**src/rtl/ppd_queue.sv**
```systemverilog
// frame descriptor queue between front and back end
`default_nettype none
module ppd_queue #(
   parameter int W = 8
) (
   input  wire logic         clock,
   input  wire logic         reset,
   input  wire logic         in_valid,
   input  wire logic [W-1:0] in_data,
   input  wire logic         out_take,
   output logic              out_valid,
   output logic [W-1:0]      out_data,
   output logic              full
);
   logic         v_ff, v_in;
   logic [W-1:0] d_ff, d_in;
   always_comb begin
      v_in = v_ff; d_in = d_ff;
      if (out_take) v_in = 1'b0;
      if (in_valid) begin v_in = 1'b1; d_in = in_data; end
   end
   always_ff @(posedge clock) begin
      if (reset) v_ff <= 1'b0;
      else v_ff <= v_in;
      d_ff <= d_in;
   end
   assign out_valid = v_ff;
   assign out_data  = d_ff;
   assign full      = v_ff;
endmodule
`default_nettype wire

```
**config.mk**
```make
export PLATFORM = sky130hd
export DESIGN_NAME = ppd_queue
export DESIGN_NICKNAME = d
export VERILOG_FILES = /design/src/rtl/ppd_queue.sv
export SDC_FILE = /design/constraint.sdc
export NUM_CORES = 1
export LEC_CHECK = 0
export BUFFER_PORTS_ARGS = -buffer_cell sky130_fd_sc_hd__buf_2
export CAP_MARGIN = 20
export CORE_AREA = 10 10 47 49
export DETAILED_ROUTE_END_ITERATION = 12
export DIE_AREA = 0 0 57 59
export SYNTH_ARGS = -nofsm -noshare
export SYNTH_HDL_FRONTEND = slang
export SYNTH_SLANG_ARGS = --single-unit
```
**constraint.sdc**
```tcl
create_clock -name clock -period 0.8 [get_ports clock]
set_input_delay 0.04 -clock clock [delete_from_list [all_inputs] [get_ports clock]]
set_output_delay 0.04 -clock clock [all_outputs]
set_load 0.01 [all_outputs]
```
# --- Word-level counts from Yosys, hierarchy flattened ---
# Index checks and enable logic that the tools add are counted.
# W data, S select, Z words.
word_totals:
  ff_bits: 9
  elab_cells: 5
  in_bits: 12
  out_inout_bits: 10
classes:
  reduce_logical: 1
  muxes: 2
op_table:
  columns: ["op", "count"]
  rows:
  - ["$mux W1", 2]
  - ["$reduce_bool A2 Y1", 1]

# --- Logic depth before layout (Yosys ltp) ---
depth:
  word_depth: 2
  ltp_mapped: 2
  ltp_nobuf: 2

# --- Least setup slack after synthesis ---
# No wires, ideal clock.
synth_timing:
  kind: "register to register"
  startpoint: "reg, netlist name full"
  endpoint: "reg v_ff, in the netlist full"
  path_slack_ns: 0.169
  n_path_buf: 0
  synth_period_minus_slack_ns: 0.631
  arrival_time_ns: 0.565
  path_stages_with_launch: 3
  cell_sequence: "dfxtp_1 -> nand2b_1 -> a21oi_2"
synth_rtl:
  columns: ["item", "line", "text"]
  rows:
  - ["to (signal assigned)", "24", "else v_ff <= v_in;"]
  - ["to (decl)", "15", "logic v_ff, v_in;"]

# --- Worst setup path after layout ---
layout_timing:
  startpoint: "reg d_ff[3], in the netlist out_data[3]"
  endpoint: "out out_data[3]"
layout_rtl:
  columns: ["item", "line", "text"]
  rows:
  - ["from (decl)", "16", "logic [W-1:0] d_ff, d_in;"]
  - ["from (signal assigned)", "25", "d_ff <= d_in;"]
  - ["to (decl)", "12", "output logic [W-1:0] out_data,"]
# No word-level cell between the ends.

==> summary.md <==
| Metric | Value |
|---|---|
| Final routed wirelength across all metal layers | `872 µm` |
| Failing checks | `setup timing` |
| Kind of critical path | `flip-flop to output pin` |
| Clock latency on the worst-skew pair | `270 ps` |
| Max Transition Viols Final | `0` |
| Family with the most delay on the worst path | `flip-flops` |
| Status | `finished with violations` |
| Count of antenna diodes in the layout | `0` |
| Synthesized-area fraction occupied by ao, oa, aoi and oai cells | `3.06%` |
| Clk buf depth | `2` |
| Largest fanout on the critical path | `1` |
| TritonCTS clock tree | `done` |
| DIE HEIGHT | `59 µm` |
| Portion of the clock cycle consumed by the worst path in the final layout | `104%` |
| # IOs | `22` |
| Critical-path top delay cell | `sky130_fd_sc_hd__edfxtp_1` |
| Cells after synthesis | `13` |
| Final setup viols | `8` |
| Number of different library cells in the post-synthesis netlist | `6` |
| Placeable core region | `1400 µm²` |
| 1st-pass router iterations | `2` |
| Setup repair after global routing missed its margin | `true` |
| Proportion of layout cells with a drive suffix above 1 | `59.6%` |
| Placed Instances | `49` |
| Final period demand of the worst path | `835 ps` |
| Synth Register Bits | `9` |
| Final weighted congestion in routability-driven placement | `0.675` |
| Total vias in the final route | `239` |
| Vias in the first global route | `277` |
| Starting density of the core | `20.4%` |
| Count of buffer and inverter cells on the critical path | `1` |
| Gr ovfl total | `0` |
| Summed instance area of the synthesized netlist | `287 µm²` |
| Relative max-transition margin | `86.9%` |
| GR Util All Layers | `5.44%` |
| Wire length of the first global-routing pass | `1310 µm` |
| Site Rows | `14` |
| Xor and xnor area share after synthesis | `0%` |
| Kind of capture point of the worst setup path | `output pin` |
| Filler cell count | `148` |
| Arrival time of the worst setup path | `800 ps` |
| Kind of start point of the critical path | `flip-flop` |
| Clock slew seen by the registers of the worst setup and hold paths | `70 ps` |
| Total of buffers placed on input and output ports | `21` |
| Die outline area | `3360 µm²` |
| Final instance area | `543 µm²` |
| Highest attainable clock frequency | `1200 MHz` |
| Pre-CTS setup slack | `213 ps` |
| Maximum level of the CTS H-tree | `1` |
| Stage delay of the slowest cell on the critical path | `380 ps` |
| Layout Cells excl Fill | `63` |
| Multi-input gate area | `15.0 µm²` |
| Instance area at placement | `404 µm²` |
| P per Cell Area | `1970 nW/µm²` |
| Clock buffer count from CTS | `3` |
| Simple-gate area share of the yosys netlist | `2.18%` |
| Proportion of synthesized area in mux cells | `0%` |
| Routed len/inst | `13.8 µm` |
| Post-synthesis sequential area ratio | `90.8%` |
| Cells along the critical path | `buf_2` |
| First-iteration detailed-routing DRC count | `1` |
| Warnings, synthesis | `0` |
| Dominant combinational cell family by area after synthesis | `buffers and inverters` |
| Max Cap Viol | `0` |
| Worst Path Required | `760 ps` |
| Syn Nets | `25` |
| Antenna Violating Nets Remaining | `0` |
| Maximum vdd drop | `0.901 mV` |
| Clock Skews | `0 ps` |
| Post-route DRC | `0` |
| Synthesized area per cell | `22.0 µm²` |
| Most common cell after layout, fill and taps aside | `sky130_fd_sc_hd__buf_2` |
| Clock tree root buffer cell | `sky130_fd_sc_hd__clkbuf_4` |
| Synth Area in Adders | `0%` |
| Leakage power summed over all cells | `0.243 nW` |
| Measured slew at the worst slew-check pin | `197 ps` |
| Hold Fails Final Rpt | `0` |
| Commonest cells after routing, fill and taps aside | `sky130_fd_sc_hd__buf_2, sky130_fd_sc_hd__dlygate4sd3_1, sky130_fd_sc_hd__edfxtp_1` |
| Die Width | `57 µm` |
| Register Area | `262 µm²` |
| Path class of the lowest-slack min-delay path | `input port to flip-flop` |
| Layout overhead on the synthesized area | `89.5%` |
| Smallest setup slack after layout | `-35.3 ps` |
| Number of nets in the layout | `60` |
| Pin count of the biggest net entering global routing | `10` |
| Number of sinks handled by clock tree synthesis | `9` |
| Per-cell via count in the routed design | `3.79` |
| Number of antenna violations at the first check in global routing | `0` |
[cell usage after synthesis]
| cell | instances | area, µm² |
|---|---|---|
| sky130_fd_sc_hd__dfxtp_1 | 1 | 20.0 |
| sky130_fd_sc_hd__inv_1 | 1 | 3.75 |
| sky130_fd_sc_hd__edfxtp_1 | 8 | 240 |
| sky130_fd_sc_hd__nand2b_1 | 1 | 6.26 |
| sky130_fd_sc_hd__buf_4 | 1 | 7.51 |
| sky130_fd_sc_hd__a21oi_2 | 1 | 8.76 |
[per-layer routing]
| layer | wire length (µm) | GRT usage [%] | up-vias | part of all wire, % |
|---|---|---|---|---|
| met4 | 27 | 5.03 | 0 | 3.1 |
| li1 | - | - | 113 | - |
| met5 | 0 | 0 | - | 0 |
| met3 | 128 | 4.08 | 5 | 15 |
| met1 | 422 | 6.65 | 96 | 48 |
| met2 | 293 | 5.58 | 25 | 34 |
[cell families after synthesis]
logic type	after synthesis
AO/OA/AOI/OAI	1
flip-flops	9
buffers and inverters	2
AND/OR/NAND/NOR	1
[where the power goes]
part	internal [mW]	total, mW	switching (mW)
registers	0.552	0.564	0.0119
logic	0.0859	0.146	0.0598
clock network	0.185	0.358	0.173
total	0.823	1.07	0.245
[worst paths after layout]
kind                     from           to  slack (ps)  cells after the start
setup / recovery  out_data[3]  out_data[3]         -40                      1
hold / removal       out_take         full          50                      3
setup reg to reg         full         full          70                      3
hold reg to reg          full         full         640                      3
[flip-flops by register name (all words and copies together), names as in the netlist]
name / count
full: 1
out_data: 8
[final cells by class]
type | count | share of cell area (%)
flip-flops and latches | 9 | 48.2
clock inverters | 1 | 0.922
clock buffers | 3 | 4.15
inverters | 1 | 0.691
well taps | 16 | 3.69
repair buffers | 31 | 39.6
multi-input cells | 2 | 2.76
[stage by stage]
step / TNS, ps / power (mW) / utilization (%) / hold slack [ps]
5_1_grt: -486 / 1.13 / 38.8 / 58.8
4_1_cts: -229 / 1.06 / 37.3 / 28.6
6_report: -131 / 1.07 / 38.8 / 47.2
3_5_place_dp: 0 / 0.674 / 28.8 / 209
2_1_floorplan: 0 / 0.604 / - / 102
3_3_place_gp: 0 / 0.673 / 28.8 / 202
[tightest hold or removal path: cells and delay by family]
kind | cells | cell delay [ps]
and+or+nand+nor | 1 | 110
AOI/OAI and AO/OA | 1 | 60
buffers and inverters | 1 | 70
[what timing repair did]
item | in CTS | in global routing
resized for setup | 1 | 2
pin swaps | 0 | 0
endpoints found under the hold margin | 9 | 0
hold buffers | 9 | 0
endpoints found under the setup margin | 10 | 10
setup buffers | 0 | 1
(Power assumes the default switching activity.)
