<file path="src/rtl/ppd_pkg.sv">
// package: widths, defaults and register codes of the peak preserving decimator
`default_nettype none
package ppd_pkg;
   localparam int IN_MAX_DEFAULT  = 256;
   localparam int OUT_MAX_DEFAULT = 64;
   localparam int X_SPAN_DEFAULT  = 100;
   localparam int SAMPLE_W = 16;
   localparam int XPOS_W   = 13;
   localparam int INLEN_W  = 9;
   localparam int OUTLEN_W = 7;
   localparam logic [0:0] REG_IN_LEN  = 1'b0;
   localparam logic [0:0] REG_OUT_LEN = 1'b1;
endpackage
`default_nettype wire

</file>
<file path="src/rtl/ppd_front.sv">
// front end: loads samples, keeps sum and count, hands closed frames to the queue
`default_nettype none
module ppd_front import ppd_pkg::*; #(
   parameter int IN_MAX = IN_MAX_DEFAULT
) (
   input  wire logic                      clock,
   input  wire logic                      reset,
   input  wire logic                      req_valid,
   output logic                           req_stall,
   input  wire logic [SAMPLE_W-1:0]       req_sample,
   input  wire logic [INLEN_W-1:0]        in_len,
   input  wire logic                      back_busy,
   output logic                           st_wr_en,
   output logic [$clog2(IN_MAX)-1:0]      st_wr_addr,
   output logic [SAMPLE_W-1:0]            st_wr_data,
   output logic                           frm_valid,
   output logic [SAMPLE_W+$clog2(IN_MAX+1)-1:0] frm_sum,
   output logic [$clog2(IN_MAX+1)-1:0]    frm_n
);
   localparam int AW = $clog2(IN_MAX);
   localparam int CW = $clog2(IN_MAX+1);
   localparam int SW = SAMPLE_W + CW;
   localparam int LW = (INLEN_W > CW) ? INLEN_W : CW;
   logic [CW-1:0] cnt_ff, cnt_in, cnt_new;
   logic [SW-1:0] sum_ff, sum_in, sum_new;
   logic [AW-1:0] addr;
   logic [LW-1:0] eff_len, lim;
   logic          accept, close;

   assign req_stall = back_busy;
   assign accept    = req_valid && !req_stall;
   assign addr      = (cnt_ff >= CW'(IN_MAX)) ? AW'(IN_MAX-1) : cnt_ff[AW-1:0];
   assign cnt_new   = CW'({1'b0, addr}) + CW'(1);
   assign sum_new   = sum_ff + SW'(req_sample);
   assign lim       = LW'(in_len);
   always_comb begin
      eff_len = lim;
      if (lim == '0) eff_len = LW'(1);
      else if (lim > LW'(IN_MAX)) eff_len = LW'(IN_MAX);
   end
   assign close = LW'(cnt_new) >= eff_len;
   always_comb begin
      cnt_in = cnt_ff;
      sum_in = sum_ff;
      if (accept) begin
         cnt_in = close ? '0 : cnt_new;
         sum_in = close ? '0 : sum_new;
      end
   end
   always_ff @(posedge clock) begin
      if (reset) begin
         cnt_ff <= '0;
         sum_ff <= '0;
      end else begin
         cnt_ff <= cnt_in;
         sum_ff <= sum_in;
      end
   end
   assign st_wr_en   = accept;
   assign st_wr_addr = addr;
   assign st_wr_data = req_sample;
   assign frm_valid  = accept && close;
   assign frm_sum    = sum_new;
   assign frm_n      = cnt_new;
endmodule
`default_nettype wire

</file>
<file path="config.mk">
export PLATFORM = sky130hd
export DESIGN_NAME = ppd_front
export DESIGN_NICKNAME = d
export VERILOG_FILES = /design/src/rtl/ppd_pkg.sv /design/src/rtl/ppd_front.sv
export SDC_FILE = /design/constraint.sdc
export NUM_CORES = 1
export LEC_CHECK = 0
export ABC_AREA = 0
export BUFFER_PORTS_ARGS = -buffer_cell sky130_fd_sc_hd__buf_4
export CAP_MARGIN = 20
export CELL_PAD_IN_SITES_DETAIL_PLACEMENT = 0
export CELL_PAD_IN_SITES_GLOBAL_PLACEMENT = 1
export CORE_MARGIN = 1.5
export CORE_UTILIZATION = 39
export CTS_CLUSTER_SIZE = 14
export DETAILED_ROUTE_END_ITERATION = 10
export GPL_ROUTABILITY_DRIVEN = 1
export GPL_TIMING_DRIVEN = 0
export PLACE_DENSITY = 0.93
export REMOVE_ABC_BUFFERS = 1
export SLEW_MARGIN = 20
export SYNTH_ARGS = -nofsm -noshare
export SYNTH_HDL_FRONTEND = slang
export SYNTH_SLANG_ARGS = --single-unit
</file>
<file path="constraint.sdc">
create_clock -name clock -period 5.4 [get_ports clock]
set_clock_uncertainty 0.2 [all_clocks]
set_input_delay 1.08 -clock clock [delete_from_list [all_inputs] [get_ports clock]]
set_output_delay 1.08 -clock clock [all_outputs]
set_load 0.02 [all_outputs]
</file>
# After elaboration in Yosys (flattened, before gate mapping)
# Index checks and enable logic that the tools add are counted.
# W data, S select, Z words.
[word_totals] reg_bits=34 input_bits=29 output_inout_bits=61 wordCells=16
[op_classes] add_sub_neg=2 order_cmp=3 n_mux=5 n_reduce_logical=4
[op_table] cell="$mux W9" count=3
[op_table] cell="$add A25 B16 Y25" count=1
[op_table] cell="$mux W25" count=1
[op_table] cell="$add A8 B1 Y9 const B" count=1
[op_table] cell="$ge A9 B9 Y1" count=1
[op_table] cell="$ge A9 B9 Y1 const B" count=1
[op_table] cell="$gt A9 B9 Y1 const B" count=1
[op_table] cell="$logic_not A9 Y1" count=1
[op_table] cell="$mux W8" count=1
[op_table] cell="$logic_and A1 B1 Y1" count=2
[op_table] cell="$logic_not A1 Y1" count=1

# Longest topological paths before layout
[depth] ltp_word=5 ltp_mapped=16 depth_no_buf=13

# Least setup slack after synthesis
# No wires, ideal clock.
[synth_path] kind="register -> output" start="register cnt_ff[8]" end="output frm_valid" arrival_ns=3.369 required_time_ns=4.120 slack_ns=0.751 path_stages_with_launch=13 path_buffers=2 path_cell_list="dfxtp_1 clkbuf_1 nor2_1 inv_1 ha_1 a21oi_1 ha_1 a21oi_1 o22ai_1 o21a_1 nor3_2 clkbuf_1 nor2_1"
[synth_between] elab_chain_len=5
[synth_lines] element="start, declared" line="ppd_front.sv:24" text="logic [CW-1:0] cnt_ff, cnt_in, cnt_new;"
[synth_lines] element="start signal, assigned" line="ppd_front.sv:55" text="cnt_ff <= cnt_in;"
[synth_lines] element="$ge A9 B9 Y1" line="ppd_front.sv:32" text="assign addr = (cnt_ff >= CW'(IN_MAX)) ? AW'(IN_MAX-1) : cnt_ff[AW-1:0];"
[synth_lines] element="$mux W8" line="ppd_front.sv:32"
[synth_lines] element="$add A8 B1 Y9" line="ppd_front.sv:33" text="assign cnt_new = CW'({1'b0, addr}) + CW'(1);"
[synth_lines] element="via frm_n[0]" line="ppd_front.sv:18" text="output logic [$clog2(IN_MAX+1)-1:0] frm_n"
[synth_lines] element="$ge A9 B9 Y1" line="ppd_front.sv:41" text="assign close = LW'(cnt_new) >= eff_len;"
[synth_lines] element="$logic_and A1 B1 Y1" line="ppd_front.sv:62" text="assign frm_valid = accept && close;"
[synth_lines] element="end, declared" line="ppd_front.sv:16" text="output logic frm_valid,"
# The timed path passes the listed nets, and every way through them passes these cells.

# Final worst setup path
[layout_path] start="input req_sample[0]" end="output frm_sum[20]"
[layout_between] elab_chain_len=1
[layout_lines] element="start, declared" line="ppd_front.sv:10" text="input wire logic [SAMPLE_W-1:0] req_sample,"
[layout_lines] element="$add A25 B16 Y25" line="ppd_front.sv:34" text="assign sum_new = sum_ff + SW'(req_sample);"
[layout_lines] element="end, declared" line="ppd_front.sv:17" text="output logic [SAMPLE_W+$clog2(IN_MAX+1)-1:0] frm_sum,"
# No other way between the ends.

==> flow_summary.toml <==
[detailed_routing]
drc_errors = 0
via_per_inst = 5.269
dr.first_iter.drc_count = 68
wl_per_cell_um = 13.47
wirelength_um = 6948
routed-via-count = 2719
route.antenna.remaining_nets = 0
dr.pass1.iters = 5

[critical_path]
startpoint = "req_sample[0]"
worstReg2RegStart = "cnt_ff[8]"
cp-start-kind = "primary input"
worstSetupPathType = "primary input to primary output"
crit_required_ns = 4.12
worstPathMaxFanout = 12
rrSetupSlack_ns = 0.94
rr_endpoint = "cnt_ff[6]"
crit_arrival_ns = 3.70
cp-end-kind = "primary output"
r2r_cells = 13
critPathCapture = "frm_sum[20]"

[timing]
worstMarginPinSlew_ns = 0.9638
holdWs_ns = 0.2655
slew_viol_final = 0
fin_crit_sh = 0.9229
max_freq_ghz = 0.2007
slew_headroom = 0.3571
rsz0062_at_grt = "false"
finalSetupViolations = 0
hold_violations = 0
tns_ns = 0
setup_ws_ns = 0.4165
fin_crit_ns = 4.983

[synth]
yosys_warnings = 0
synthesis.instances = 356
synth-xor-area-share = 0.08533
yosysTopAreaCell = "dfxtp_1"
synth_mux_area_frac = 0
async_reset_ff_frac = 0
yosys_most_used_dff = "dfxtp_1"
seq_area_frac_synth = 0.2456
post_synth_and_or_nand_nor_area_fraction = 0.2203
yosysUniqueCellTypes = 51
synth-seq-cells = 34
synthTopCellsByArea = "dfxtp_1, ha_1, nand2_1"
synth_compound_area_frac = 0.2334
synth_top_family_by_area = "compound AO/OA/AOI/OAI gates"
yosys.area.top_type_share = 0.2456
synth_common_cells = "nand2_1, nor2_1, dfxtp_1"
synthesis.area_um2 = 2771
synth_area_per_cell_um2 = 7.785
yosysMostFrequentCell = "nand2_1"
synth_adder_area_share = 0.1246
synth-edff-count = 0

[power]
clkPwrFrac = 0.282
peakVddDrop_mv = 0.08507
p_seq_frac = 0.367
fin_total_pwr_uw = 727.7
p_leak_uw = 0.001617
power_density_nw_per_um2 = 210.0
combPwrFrac = 0.350
switching_share = 0.3543
p_int_uw = 469.8
power.switching_uw = 257.8

[global_routing]
grt_pass1_vias = 2501
track_usage = 0.1853
grt_pass1_wl_um = 11520
grt_max_degree = 35
grt-ovfl-total = 0
antenna_found_initial = 0

[clock_tree]
cts_tree = "yes"
numClockSinks = 34
clock-root-buffer = "clkbuf_8"
post_cts_resized = 0
cts.path.max_buffers = 2
cts-buffers-inserted = 5
clock_latency_ns = 0.29
htree_levels = 2
post-cts-setup-buffers = 0
cts_hold_buf = 0
cts.clk_slew.worst_paths_ns = 0.07

[layout]
drive_gt1_frac = 0.2619
diodes = 0
syn_to_final_growth_pct = 25.01
final_nets = 475
final_design_area_no_fill_um2 = 3465

[placement]
place_area_um2 = 3363
portBuffers = 89
dp_slack_ns = 0.4136
hpwl_um = 5206
gp_congestion = 0.8365

[job]
drv_cap = 0

[outcome]
outcome = "finished, final reports clean"

[floorplanning]
dieArea_um2 = 7621
rows = 30
die_w_um = 87.30
ioPinCount = 90
start_util = 0.4057
core_um2 = 6832
die_h_um = 87.30

[hold_path]
hp-class = "register to register"
-- sequential cells by signal (all words and copies together) (netlist names) --
signal,flops
cnt_ff,9
sum_ff,25
-- worst min-delay path by stage --
stage / start / slack (ns) / endpoint / cells after the start
2_1_floorplan: cnt_ff[7] / 0.22 / cnt_ff[7] / 2
3_3_place_gp: cnt_ff[7] / 0.23 / cnt_ff[7] / 2
3_5_place_dp: cnt_ff[7] / 0.25 / cnt_ff[7] / 2
4_1_cts: cnt_ff[7] / 0.26 / cnt_ff[7] / 2
5_1_grt: cnt_ff[7] / 0.29 / cnt_ff[7] / 2
6_report: cnt_ff[7] / 0.27 / cnt_ff[7] / 2
-- metal layers --
metal | vias up | GRT usage | wire (µm) | share of wire
met2 | 66 | 0.3182 | 3219 | 0.46
met5 | - | 0 | 0 | 0
met4 | 0 | 0.03608 | 43 | 0.0062
met1 | 1265 | 0.2432 | 3387 | 0.49
met3 | 4 | 0.03223 | 298 | 0.043
li1 | 1384 | - | - | -
-- cell families after synthesis --
logic type      after synthesis
compound gates               95
xor+xnor                     27
fa+ha+maj                    27
buf+inv                      47
flops                        34
simple gates                126
-- area by class of cell --
class / count / area, µm²
Sequential cell: 34 / 680.7
Clock buffer: 6 / 82.58
Clock inverter: 2 / 12.51
Fill cell: 718 / 3367
Multi-Input combinational cell: 275 / 1848
Tap cell: 96 / 120.1
Inverter: 14 / 52.55
Timing Repair Buffer: 89 / 668.1
-- critical path, stage by stage --
cell and delay, ns:
buf_4 0.12, ha_1 0.22, inv_1 0.08, fa_1 0.20, and2b_1 0.20, o2111ai_1 0.27
a21oi_2 0.12, o21a_1 0.21, o21bai_1 0.71, nor2_1 0.13, xor2_1 0.19, buf_4 0.17
-- power by group through the flow --
stage | Sequential, µW | Combinational [µW] | Clock [µW]
after floorplan | 271 | 149 | 0
after global placement | 273 | 251 | 0
after detailed placement | 273 | 256 | 0
after CTS | 267 | 257 | 212
after global routing | 269 | 278 | 225
final | 267 | 255 | 206
-- metrics by stage --
step | utilization | cells
2_1_floorplan | - | 323
3_3_place_gp | 0.4919 | 508
3_5_place_dp | 0.4923 | 508
4_1_cts | 0.5062 | 516
5_1_grt | 0.5071 | 516
6_report | 0.5071 | 516
-- cell usage in the layout (no fill, tap or decap), drive strengths merged, types with 8 or more instances in the layout --
cell type,instances
a31oi,11
nand3,11
inv,12
ha,26
dfxtp,34
o21ai,8
a22oi,16
nor2,37
nand2,39
buf,89
xnor2,16
a21oi,25
xor2,11
Power figures use the tool's default switching activity.
