<file path="src/rtl/ppd_pkg.sv">
// package: widths, defaults and register codes of the peak preserving decimator
`default_nettype none
package ppd_pkg;
   localparam int IN_MAX_DEFAULT  = 256;
   localparam int OUT_MAX_DEFAULT = 64;
   localparam int X_SPAN_DEFAULT  = 100;
   localparam int SAMPLE_W = 16;
   localparam int XPOS_W   = 13;
   localparam int INLEN_W  = 9;
   localparam int OUTLEN_W = 7;
   localparam logic [0:0] REG_IN_LEN  = 1'b0;
   localparam logic [0:0] REG_OUT_LEN = 1'b1;
endpackage
`default_nettype wire

</file>
<file path="src/rtl/ppd_ram.sv">
// generic simple dual port ram with registered read
`default_nettype none
module ppd_ram #(
   parameter int WIDTH = 16,
   parameter int DEPTH = 256
) (
   input  wire logic                     clock,
   input  wire logic                     wr_en,
   input  wire logic [$clog2(DEPTH)-1:0] wr_addr,
   input  wire logic [WIDTH-1:0]         wr_data,
   input  wire logic [$clog2(DEPTH)-1:0] rd_addr,
   output logic      [WIDTH-1:0]         rd_data
);
   logic [WIDTH-1:0] mem [DEPTH];
   always_ff @(posedge clock) begin
      if (wr_en) mem[wr_addr] <= wr_data;
      rd_data <= mem[rd_addr];
   end
endmodule
`default_nettype wire

</file>
<file path="src/rtl/ppd_back.sv">
// back end: mean division, peak scan, point store fill and point emission
`default_nettype none
module ppd_back import ppd_pkg::*; #(
   parameter int IN_MAX  = IN_MAX_DEFAULT,
   parameter int OUT_MAX = OUT_MAX_DEFAULT,
   parameter int X_SPAN  = X_SPAN_DEFAULT
) (
   input  wire logic                      clock,
   input  wire logic                      reset,
   input  wire logic                      frm_valid,
   input  wire logic [SAMPLE_W+$clog2(IN_MAX+1)-1:0] frm_sum,
   input  wire logic [$clog2(IN_MAX+1)-1:0] frm_n,
   input  wire logic [OUTLEN_W-1:0]       out_len,
   output logic                           busy,
   output logic [$clog2(IN_MAX)-1:0]      st_rd_addr,
   input  wire logic [SAMPLE_W-1:0]       st_rd_data,
   output logic                           rsp_valid,
   input  wire logic                      rsp_stall,
   output logic [XPOS_W-1:0]              rsp_x_position,
   output logic [SAMPLE_W-1:0]            rsp_y_value,
   output logic                           rsp_last_point
);
   localparam int AW  = $clog2(IN_MAX);
   localparam int CW  = $clog2(IN_MAX+1);
   localparam int SW  = SAMPLE_W + CW;
   localparam int PW  = (OUT_MAX > 1) ? $clog2(OUT_MAX) : 1;
   localparam int MW  = $clog2(OUT_MAX+1);
   localparam int NW  = CW + MW + 2;
   localparam int STW = $clog2(X_SPAN+1);
   localparam int RW  = 2*STW + MW + 1;

   typedef enum logic [5:0] {
      S_IDLE = 6'b000001, S_DIV = 6'b000010, S_CLR = 6'b000100,
      S_SCAN = 6'b001000, S_MAP = 6'b010000, S_EMIT = 6'b100000
   } state_type;

   state_type      state_ff, state_in;
   logic [SW-1:0]  rem_ff, rem_in;
   logic [SW-1:0]  quo_ff, quo_in;
   logic [CW-1:0]  n_ff, n_in;
   logic [$clog2(SW+1)-1:0] bit_ff, bit_in;
   logic [MW-1:0]  m_ff, m_in;
   logic [STW-1:0] step_ff, step_in;
   logic [RW-1:0]  srem_ff, srem_in;
   logic [CW-1:0]  p_ff, p_in;
   logic [SAMPLE_W-1:0] w1_ff, w1_in, w2_ff, w2_in;
   logic [1:0]     fill_ff, fill_in;
   logic [NW-1:0]  num_ff, num_in, idx_ff, idx_in;
   logic [SAMPLE_W-1:0] pv_ff, pv_in;
   logic [OUT_MAX-1:0]  claim_ff, claim_in;
   logic [PW-1:0]  k_ff, k_in;
   logic [XPOS_W-1:0] x_ff, x_in;
   logic           ov_ff, ov_in;
   logic [XPOS_W-1:0] ox_ff, ox_in;
   logic [SAMPLE_W-1:0] oy_ff, oy_in;
   logic           ol_ff, ol_in;
   logic           pw_en;
   logic [PW-1:0]  pw_addr, pr_addr;
   logic [SAMPLE_W-1:0] pw_data, pr_data;
   logic [SW:0]    trial;
   logic [MW-1:0]  m_eff;
   logic [NW-1:0]  den2;
   logic [NW:0]    ntrial;
   logic           is_peak, out_free, rd_pend_ff, rd_pend_in;

   assign m_eff = (out_len == '0) ? MW'(1) :
                  (OUTLEN_W'(out_len) > OUTLEN_W'(OUT_MAX)) ? MW'(OUT_MAX) : MW'(out_len);
   assign trial    = {rem_ff, quo_ff[SW-1]} - {1'b0, SW'(n_ff)};
   assign den2     = NW'(n_ff) << 1;
   assign ntrial   = {1'b0, num_ff} - {1'b0, den2};
   assign is_peak  = (w2_ff > quo_ff[SAMPLE_W-1:0]) && (quo_ff[SW-1:SAMPLE_W] == '0)
                     && (w2_ff >= w1_ff) && (w2_ff >= st_rd_data);
   assign out_free = !ov_ff || !rsp_stall;
   assign busy     = (state_ff != S_IDLE);

   always_comb begin
      state_in = state_ff; rem_in = rem_ff; quo_in = quo_ff; n_in = n_ff;
      bit_in = bit_ff; m_in = m_ff; step_in = step_ff; srem_in = srem_ff;
      p_in = p_ff; w1_in = w1_ff; w2_in = w2_ff; fill_in = fill_ff;
      num_in = num_ff; idx_in = idx_ff; pv_in = pv_ff; claim_in = claim_ff;
      k_in = k_ff; x_in = x_ff; ov_in = ov_ff; ox_in = ox_ff; oy_in = oy_ff;
      ol_in = ol_ff; rd_pend_in = 1'b0;
      pw_en = 1'b0; pw_addr = k_ff; pw_data = quo_ff[SAMPLE_W-1:0];
      pr_addr = k_ff;
      st_rd_addr = p_ff[AW-1:0];
      if (ov_ff && !rsp_stall) ov_in = 1'b0;
      unique case (state_ff)
         S_IDLE: begin
            if (frm_valid) begin
               state_in = S_DIV; quo_in = frm_sum; rem_in = '0; n_in = frm_n;
               bit_in = ($clog2(SW+1))'(SW); m_in = m_eff;
               srem_in = RW'(X_SPAN); step_in = '0;
            end
         end
         S_DIV: begin
            // restoring divider for the mean, with step = X_SPAN / m by repeated subtraction alongside
            if (bit_ff != '0) begin
               if (!trial[SW]) begin
                  rem_in = trial[SW-1:0]; quo_in = {quo_ff[SW-2:0], 1'b1};
               end else begin
                  rem_in = {rem_ff[SW-2:0], quo_ff[SW-1]}; quo_in = {quo_ff[SW-2:0], 1'b0};
               end
               bit_in = bit_ff - 1'b1;
            end
            if (srem_ff >= RW'(m_ff)) begin
               srem_in = srem_ff - RW'(m_ff); step_in = step_ff + 1'b1;
            end
            if (bit_ff == '0 && srem_ff < RW'(m_ff)) begin
               state_in = S_CLR; k_in = '0; claim_in = '0;
            end
         end
         S_CLR: begin
            pw_en = 1'b1;
            k_in = k_ff + 1'b1;
            if (MW'(k_ff) == m_ff - 1'b1) begin
               state_in = S_SCAN; p_in = '0; fill_in = '0;
            end
         end
         S_SCAN: begin
            // sample window through the ram read latency
            if (rd_pend_ff) begin
               w1_in = w2_ff; w2_in = st_rd_data;
               if (fill_ff != 2'd2) fill_in = fill_ff + 1'b1;
            end
            if (rd_pend_ff && fill_ff == 2'd2 && is_peak) begin
               state_in = S_MAP; pv_in = w2_ff;
               num_in = NW'(p_ff - CW'(2)) * NW'(m_ff) * NW'(2) + NW'(n_ff);
               idx_in = '0;
               rd_pend_in = 1'b0;
            end else if (rd_pend_ff && p_ff == n_ff && !(fill_ff != 2'd2)) begin
               state_in = S_EMIT; k_in = '0; x_in = '0; rd_pend_in = 1'b0;
            end else if (p_ff < n_ff && !(rd_pend_ff && fill_ff == 2'd2 && is_peak)) begin
               rd_pend_in = 1'b1; p_in = p_ff + 1'b1;
            end else if (p_ff >= n_ff && !rd_pend_ff) begin
               state_in = S_EMIT; k_in = '0; x_in = '0;
            end
         end
         S_MAP: begin
            // index = (2pm+n)/(2n) by repeated subtraction
            if (!ntrial[NW]) begin
               num_in = ntrial[NW-1:0]; idx_in = idx_ff + 1'b1;
            end else begin
               if (idx_ff > NW'(m_ff - 1'b1)) begin
                  pw_addr = PW'(m_ff - 1'b1);
               end else begin
                  pw_addr = idx_ff[PW-1:0];
               end
               if (!claim_ff[pw_addr]) begin
                  pw_en = 1'b1; pw_data = pv_ff; claim_in[pw_addr] = 1'b1;
               end
               state_in = S_SCAN;
               if (p_ff >= n_ff) begin
                  state_in = S_EMIT; k_in = '0; x_in = '0;
               end else begin
                  rd_pend_in = 1'b1; p_in = p_ff + 1'b1;
               end
            end
         end
         S_EMIT: begin
            pr_addr = k_ff;
            if (rd_pend_ff && out_free) begin
               ov_in = 1'b1; ox_in = x_ff; oy_in = pr_data;
               ol_in = (MW'(k_ff) == m_ff - 1'b1);
               x_in = x_ff + XPOS_W'(step_ff);
               if (MW'(k_ff) == m_ff - 1'b1) begin
                  state_in = S_IDLE;
               end else begin
                  k_in = k_ff + 1'b1; pr_addr = k_ff + 1'b1; rd_pend_in = 1'b1;
               end
            end else if (!rd_pend_ff) begin
               rd_pend_in = 1'b1;
            end else begin
               rd_pend_in = 1'b1;
            end
         end
         default: state_in = S_IDLE;
      endcase
   end

   always_ff @(posedge clock) begin
      if (reset) begin
         state_ff <= S_IDLE; ov_ff <= 1'b0; rd_pend_ff <= 1'b0; claim_ff <= '0;
      end else begin
         state_ff <= state_in; ov_ff <= ov_in; rd_pend_ff <= rd_pend_in;
         claim_ff <= claim_in;
      end
   end
   always_ff @(posedge clock) begin
      rem_ff <= rem_in; quo_ff <= quo_in; n_ff <= n_in; bit_ff <= bit_in;
      m_ff <= m_in; step_ff <= step_in; srem_ff <= srem_in; p_ff <= p_in;
      w1_ff <= w1_in; w2_ff <= w2_in; fill_ff <= fill_in;
      num_ff <= num_in; idx_ff <= idx_in; pv_ff <= pv_in; k_ff <= k_in;
      x_ff <= x_in; ox_ff <= ox_in; oy_ff <= oy_in; ol_ff <= ol_in;
   end

   ppd_ram #(.WIDTH(SAMPLE_W), .DEPTH(OUT_MAX > 1 ? OUT_MAX : 2)) u_points (
      .clock(clock), .wr_en(pw_en), .wr_addr(pw_addr), .wr_data(pw_data),
      .rd_addr(pr_addr), .rd_data(pr_data)
   );

   assign rsp_valid      = ov_ff;
   assign rsp_x_position = ox_ff;
   assign rsp_y_value    = oy_ff;
   assign rsp_last_point = ol_ff;
endmodule
`default_nettype wire

</file>
<file path="config.mk">
export PLATFORM = sky130hd
export DESIGN_NAME = ppd_back
export DESIGN_NICKNAME = d
export VERILOG_FILES = /design/src/rtl/ppd_pkg.sv /design/src/rtl/ppd_ram.sv /design/src/rtl/ppd_back.sv
export SDC_FILE = /design/constraint.sdc
export NUM_CORES = 2
export LEC_CHECK = 0
export BUFFER_PORTS_ARGS = -buffer_cell sky130_fd_sc_hd__buf_2
export CORE_MARGIN = 1
export CORE_UTILIZATION = 40
export DETAILED_ROUTE_END_ITERATION = 8
export GPL_ROUTABILITY_DRIVEN = 0
export PLACE_DENSITY = 0.53
export SLEW_MARGIN = 10
export SYNTH_ARGS = -nofsm -noshare
export SYNTH_HDL_FRONTEND = slang
export SYNTH_HIERARCHICAL = 1
export SYNTH_SLANG_ARGS = --single-unit
export TNS_END_PERCENT = 50
</file>
<file path="constraint.sdc">
create_clock -name clock -period 6.6 [get_ports clock]
set_input_delay 0.66 -clock clock [delete_from_list [all_inputs] [get_ports clock]]
set_output_delay 0.66 -clock clock [all_outputs]
set_load 0.1 [all_outputs]
</file>
======== Word level (Yosys, flattened, before mapping) ========
Memory sizes are Yosys's and may differ from the RTL's. A register that Yosys moved wholly into a read port is not among the register bits.
Cells that the tools add are included.
word-level totals
  output and inout port bits .............. 40
  logic and storage cells ................. 227
  RAM bits ................................ 1024
  register bits after elaboration ......... 316
  memories kept ........................... 1
  bits of input ports ..................... 61
operators by class
  reductions and logical operators ........ 44
  multiply operators ...................... 1
  add/subtract/negate cells ............... 14
  order comparisons ....................... 11
  equal/unequal tests ..................... 33
  multiplexer cells ....................... 98
  bitwise gates (word level) .............. 1
memories
  memory        depth  width  rd ports  clocked after Yosys merged registers in  wr ports  RTL line       text
  u_points.mem  64     16     1         1                                        1         ppd_ram.sv:14  logic [WIDTH-1:0] mem [DEPTH];
operators by type and width
  operator                                                       count
  64-bit 2-to-1 mux                                              3
  6-bit 2-to-1 mux                                               26
  64-bit case mux with 2 select lines                            1
  25-bit 2-to-1 mux                                              5
  25-bit case mux with 2 select lines                            2
  13-bit 2-to-1 mux                                              7
  18-bit 2-to-1 mux                                              4
  18-bit case mux with 2 select lines                            2
  64-bit bitwise OR                                              1
  9-bit 2-to-1 mux                                               6
  16-bit 2-to-1 mux                                              3
  22-bit 2-to-1 mux                                              2
  22-bit case mux with 2 select lines                            1
  13-bit case mux with 3 select lines                            1
  2-bit inequality test (second input constant)                  19
  6-bit case mux with 6 select lines                             1
  16-bit greater-or-equal comparator                             2
  6-bit case mux with 5 select lines                             1
  9-bit case mux with 3 select lines                             1
  26-bit by 9-bit subtractor with 26-bit output                  1
  22-bit by 7-bit greater-or-equal comparator with 1-bit output  1
  22-bit by 7-bit less-than comparator with 1-bit output         1
  22-bit by 7-bit subtractor with 22-bit output                  1
  7-bit 2-to-1 mux                                               3
  57 further kinds                                               107

======== Logic depth before layout (Yosys ltp) ========
  depth in word-level cells ............... 13
  gate-level depth with buffers ........... 26

======== By module ========
The synthesis kept the hierarchy.
by module, submodules not included
  module    times used  cells an instance  area each (um2)  sequential area each (um2)
  ppd_ram   1           1820               39978.3          31069.8
  ppd_back  1           1970               20096.8          8738.4

======== Least setup slack after synthesis ========
Ideal clock, no wire load.
  kind .................................... register -> register
  from .................................... register m_ff[0]
  to ...................................... memory u_points.mem[27][0], enable pin
  library setup time ...................... 0.388 ns
  path slack .............................. 0.547 ns
  path buffers ............................ 4
  required time ........................... 6.212 ns
  arrival ................................. 5.665 ns
  cell stages (with the launch flop) ...... 23
  cell sequence ........................... edfxtp_1 > nor3_1 > and3_1 > nand3_1 > ha_1 > a21o_1 > a21oi_1 > o41ai_2 > o21a_1 > o21ai_2 > mux2i_1 > buf_2 > o22ai_1 > o21ai_0 > nand4_1 > a21oi_4 > buf_6 > or2_2 > clkbuf_1 > inv_1 > or2_2 > clkbuf_1 > nor2_1
between the ends
  word-level cells in the longest chain between the ends .. 12
  elaborated cells on any way between the ends .. 15
  classes of those cells .................. add/sub: 2; order compare: 1; mux: 12
ends and longest elaborated chain
  element                                      RTL line         text
  start: declaration                           ppd_back.sv:42   logic [MW-1:0] m_ff, m_in;
  start signal: assignment                     ppd_back.sv:190  m_ff <= m_in; step_ff <= step_in; srem_ff <= srem_in; p_ff <= p_in;
  7-bit by 1-bit subtractor with 8-bit output  ppd_back.sv:143  if (idx_ff > NW'(m_ff - 1'b1)) begin
  18-bit greater-than comparator               ppd_back.sv:143
  6-bit 2-to-1 mux *                           ppd_back.sv:143
  6-bit 2-to-1 mux *                           ppd_back.sv:140  if (!ntrial[NW]) begin
  6-bit 2-to-1 mux *                           ppd_back.sv:87   unique case (state_ff)
  1-bit binary-select mux with 6-bit select *  ppd_back.sv:148  if (!claim_ff[pw_addr]) begin
  1-bit 2-to-1 mux (not written as such) *     ppd_back.sv:148
  1-bit 2-to-1 mux *                           ppd_back.sv:148
  1-bit 2-to-1 mux *                           ppd_back.sv:140
  1-bit case mux with 2 select lines *         ppd_back.sv:87
  net pw_en                                    ppd_back.sv:57   logic pw_en;
  1-bit 2-to-1 mux *                           ppd_ram.sv:16    if (wr_en) mem[wr_addr] <= wr_data;
  1-bit 2-to-1 mux (not written as such) *     ppd_ram.sv:16
  end: declaration                             ppd_ram.sv:14
The timed path passes the listed nets; every way through them passes the cells marked *. The select of a mux whose other input is x is not followed.

======== Final worst setup path ========
  from .................................... register m_ff[0]
  to ...................................... memory u_points.mem[30][13], enable pin
The elaborated chain is that of the path after synthesis.

==> run metrics <==
overall via count from detail_route 33400; Total Nets Final 4328; busiest grt layer met2; clock-pin transition on the worst setup and hold timing paths 0.06 ns; number of flops mapped to enable cells by yosys about 1300; worst hold path type input pin to flop; count of yosys warnings during synthesis 6; wirelength, routed 148000 µm; number of placement rows 141; crit path DAT 6.69 ns; critical path cell sequence nor3_1 -> and3_1 -> nand3_1 -> ha_1 -> a21oi_1 -> o21ai_0 -> a21oi_1 -> or4b_1 -> nand4_1 -> buf_12 -> mux2i_1 -> o22ai_1 -> o21ai_0 -> nand4_1 -> a21oi_4 -> or2_2 -> inv_1 -> or2_2 -> nor2_1 -> buf_4; R2R setup slack between 0.3 and 0.4 ns; layout overhead on the synthesized area 14.5%; Die X 390 µm; Die Footprint between 150000 and 200000 µm²; Async SR Flop Fraction 0; die height 390 µm; proportion of layout cells with a drive suffix above 1 0.195; post-synthesis instance area 60100 µm²; global router's overall resource usage 0.196; Avg Vias per Cell about 5.4; antenna violations before repair 2; cell leakage power between 20 and 25 nW; total negative slack 0 ns; most frequent cells in the layout 1267 x edfxtp_1, 278 x nor2_1, 221 x mux4_2, 190 x inv_1, 182 x nand2_1; top cell type's share of synthesized area 0.633; power density over the cells 404 nW/µm²; CP Depth 20; DRT iter0 DRCs 2522; portion of the post-synthesis area used by sequential elements 0.663; remaining routing DRC violations 0; met2 global-route usage 0.316; status finished clean; top area cells in the synthesized netlist edfxtp_1 63%, mux4_2 8.3%, ha_1 3.3%; TritonCTS clock tree yes; most common library cell in the layout ignoring fill and taps edfxtp_1; launching instance or port of the critical path m_ff[0]; number of nets produced by synthesis approximately 4000; critical setup path kind flop to flop; met3 global-route usage 0.0306; instance area after placement 63700 µm²; number of buffers on the longest clock path 3; Buf/Inv on CP 3; cell chosen for the clock root clkbuf_16; routed wire length per instance 24.0 µm; Critical path destination u_points/mem[30][13]; Worst IR Drop VDD around 440 µV; cell type with the highest aggregate area in the netlist edfxtp_1; worst-case reg-to-reg path depth 20; unrepaired setup endpoints after global routing no; total iterations of the first detailed-routing run 6; critical-path cell with the highest stage delay ha_1; final hold vios 0; vias in the first global route roughly 34000; Layout Cell Area excl Fill 68800 µm²; number of port buffers 100; met1 global-route usage 0.275; Worst Tran Pin Value 1.04 ns; Cells on Worst Hold Path 1; total clock buffers created by CTS 149; largest stage delay on the critical path ~0.5 ns; tightest slew margin relative to the limit 0.288; Worst Clk Skew 0.0663 ns; Congestion Overflow GR 0; worst reg2reg path startpoint m_ff[0]; initial core utilization 0.405; critical path's top delay family simple AND/OR/NAND/NOR gates; Mapped Cells 3790; fraction of the cycle the final worst path needs 0.942; reg-to-reg critical path endpoint u_points/mem[30][13]; number of setup buffers added after CTS 0; Detailed Place HPWL 93500 µm; maximum number of pins on one net before global-route repair 75; core area 148000 µm²; number of fill cells 12900; total number of clock tree sinks 1355; critical path capture point type flop; Critical Path Source Type flop; Max FO, Critical Path 37; Max Cap Viol 0; top-level port count 101; wire length of the first global-routing pass 221000 µm; Max H-tree Level 4; required time at the endpoint of the critical path 7.07 ns; synthesis-stage register bit count 1355; later-pin clock latency in the skew report 0.79 ns; Total Power Consumption 0.0278 W; number of failing setup endpoints in the final timing report 0; mean post-synth cell area 15.9 µm²; predominant post-synthesis flop cell edfxtp_1; antenna-violating nets left 0; count of distinct cell types in the synthesized netlist 82; minimum clock period approximately 6.2 ns; highest achievable clock rate ~0.16 GHz; total count of max-transition violations in the final report 0
## layout make-up
type | instances | area, µm² | share of cell area
sequential | 1355 | 39800 | 0.579
multi-input combinational | 2058 | 18600 | 0.271
clock buffer | 197 | 4060 | 0.0590
tap | 2002 | 2500 | 0.0364
timing repair buffer | 288 | 2050 | 0.0298
clock inverter | 79 | 965 | 0.0140
inverter | 198 | 743 | 0.0108
antenna | 2 | 5.00 | 0.0000728
## cell families (layout without fill, tap and decap cells)
logic type,after synthesis,count (layout),synth area share
mux,383,383,0.111
compound gates,492,492,0.0576
simple gates,834,834,0.0670
buf+inv,377,762,0.0299
xor+xnor,132,132,0.0192
other cells,0,2,0
flops,1355,1355,0.663
fa+ha+maj,217,217,0.0526
## how the worst min path moves through the flow
stage,endpoint,from
2_1_floorplan,rsp_y_value[0],u_points/rd_data[0]
3_3_place_gp,rsp_y_value[0],u_points/rd_data[0]
3_5_place_dp,rsp_y_value[10],u_points/rd_data[10]
4_1_cts,n_ff[0],frm_n[0]
5_1_grt,n_ff[0],frm_n[0]
6_report,n_ff[0],frm_n[0]
## Yosys cell counts (17+ instances only)
library cell / n
edfxtp_1: 1267
nor2_1: 290
mux4_2: 221
inv_1: 190
nand2_1: 182
ha_1: 158
mux2i_1: 128
a21oi_1: 94
clkbuf_1: 94
o21ai_0: 89
dfxtp_1: 88
xnor2_1: 81
nand3_1: 67
a22oi_1: 62
fa_1: 59
nor2b_1: 55
xor2_1: 51
a32o_1: 48
nor3_1: 41
mux2_2: 32
a21o_1: 29
buf_4: 28
nor4_1: 27
buf_2: 26
nand4_1: 26
nand2b_1: 25
a221oi_1: 22
and3_1: 21
nand3b_1: 20
a311oi_1: 18
buf_6: 18
o31ai_1: 18
and2_1: 17
o22ai_1: 17
or3_1: 17
## state kept, by name, indices dropped and copies added, names as in the netlist, 9 cells and up
| name | count |
|---|---|
| claim_ff | 64 |
| idx_ff | 18 |
| n_ff | 9 |
| num_ff | 17 |
| p_ff | 9 |
| pv_ff | 16 |
| quo_ff | 25 |
| rem_ff | 25 |
| rsp_x_position | 13 |
| rsp_y_value | 16 |
| srem_ff | 22 |
| u_points/mem | 1024 |
| u_points/rd_data | 16 |
| w1_ff | 16 |
| w2_ff | 16 |
| x_ff | 13 |
## metal layers
metal,vias up,wire length [µm]
li1,15200,-
met1,17200,66800
met5,-,0
met3,180,7170
met2,797,70900
met4,0,3160
## report_power, final
part	internal, W	leakage (nW)	switching (W)
sequential	0.0104	12.1	0.000175
combinational	0.00357	9.18	0.00520
clock	0.00493	2.45	0.00351
total	0.0189	23.8	0.00889
## metrics by stage
step / utilization / hold WS (ns) / worst slack [ns] / instances
final: 0.463 / 0.0640 / 0.384 / 6179
after global routing: 0.463 / 0.0242 / 0.00385 / 6177
after CTS: 0.463 / 0.00419 / 0.326 / 6177
after detailed placement: 0.429 / 0.389 / 0.365 / 5900
after global placement: 0.429 / 0.389 / 0.474 / 5900
after floorplan: - / 0.386 / 0.547 / 3790
## what timing repair did
action / CTS / global route
hold buffers: 1 / 0
endpoints found under the setup margin: 0 / 78
resized for setup: 0 / 3
hold endpoints to repair: 1 / 0
No activity file was read; power rests on OpenSTA's default activity.
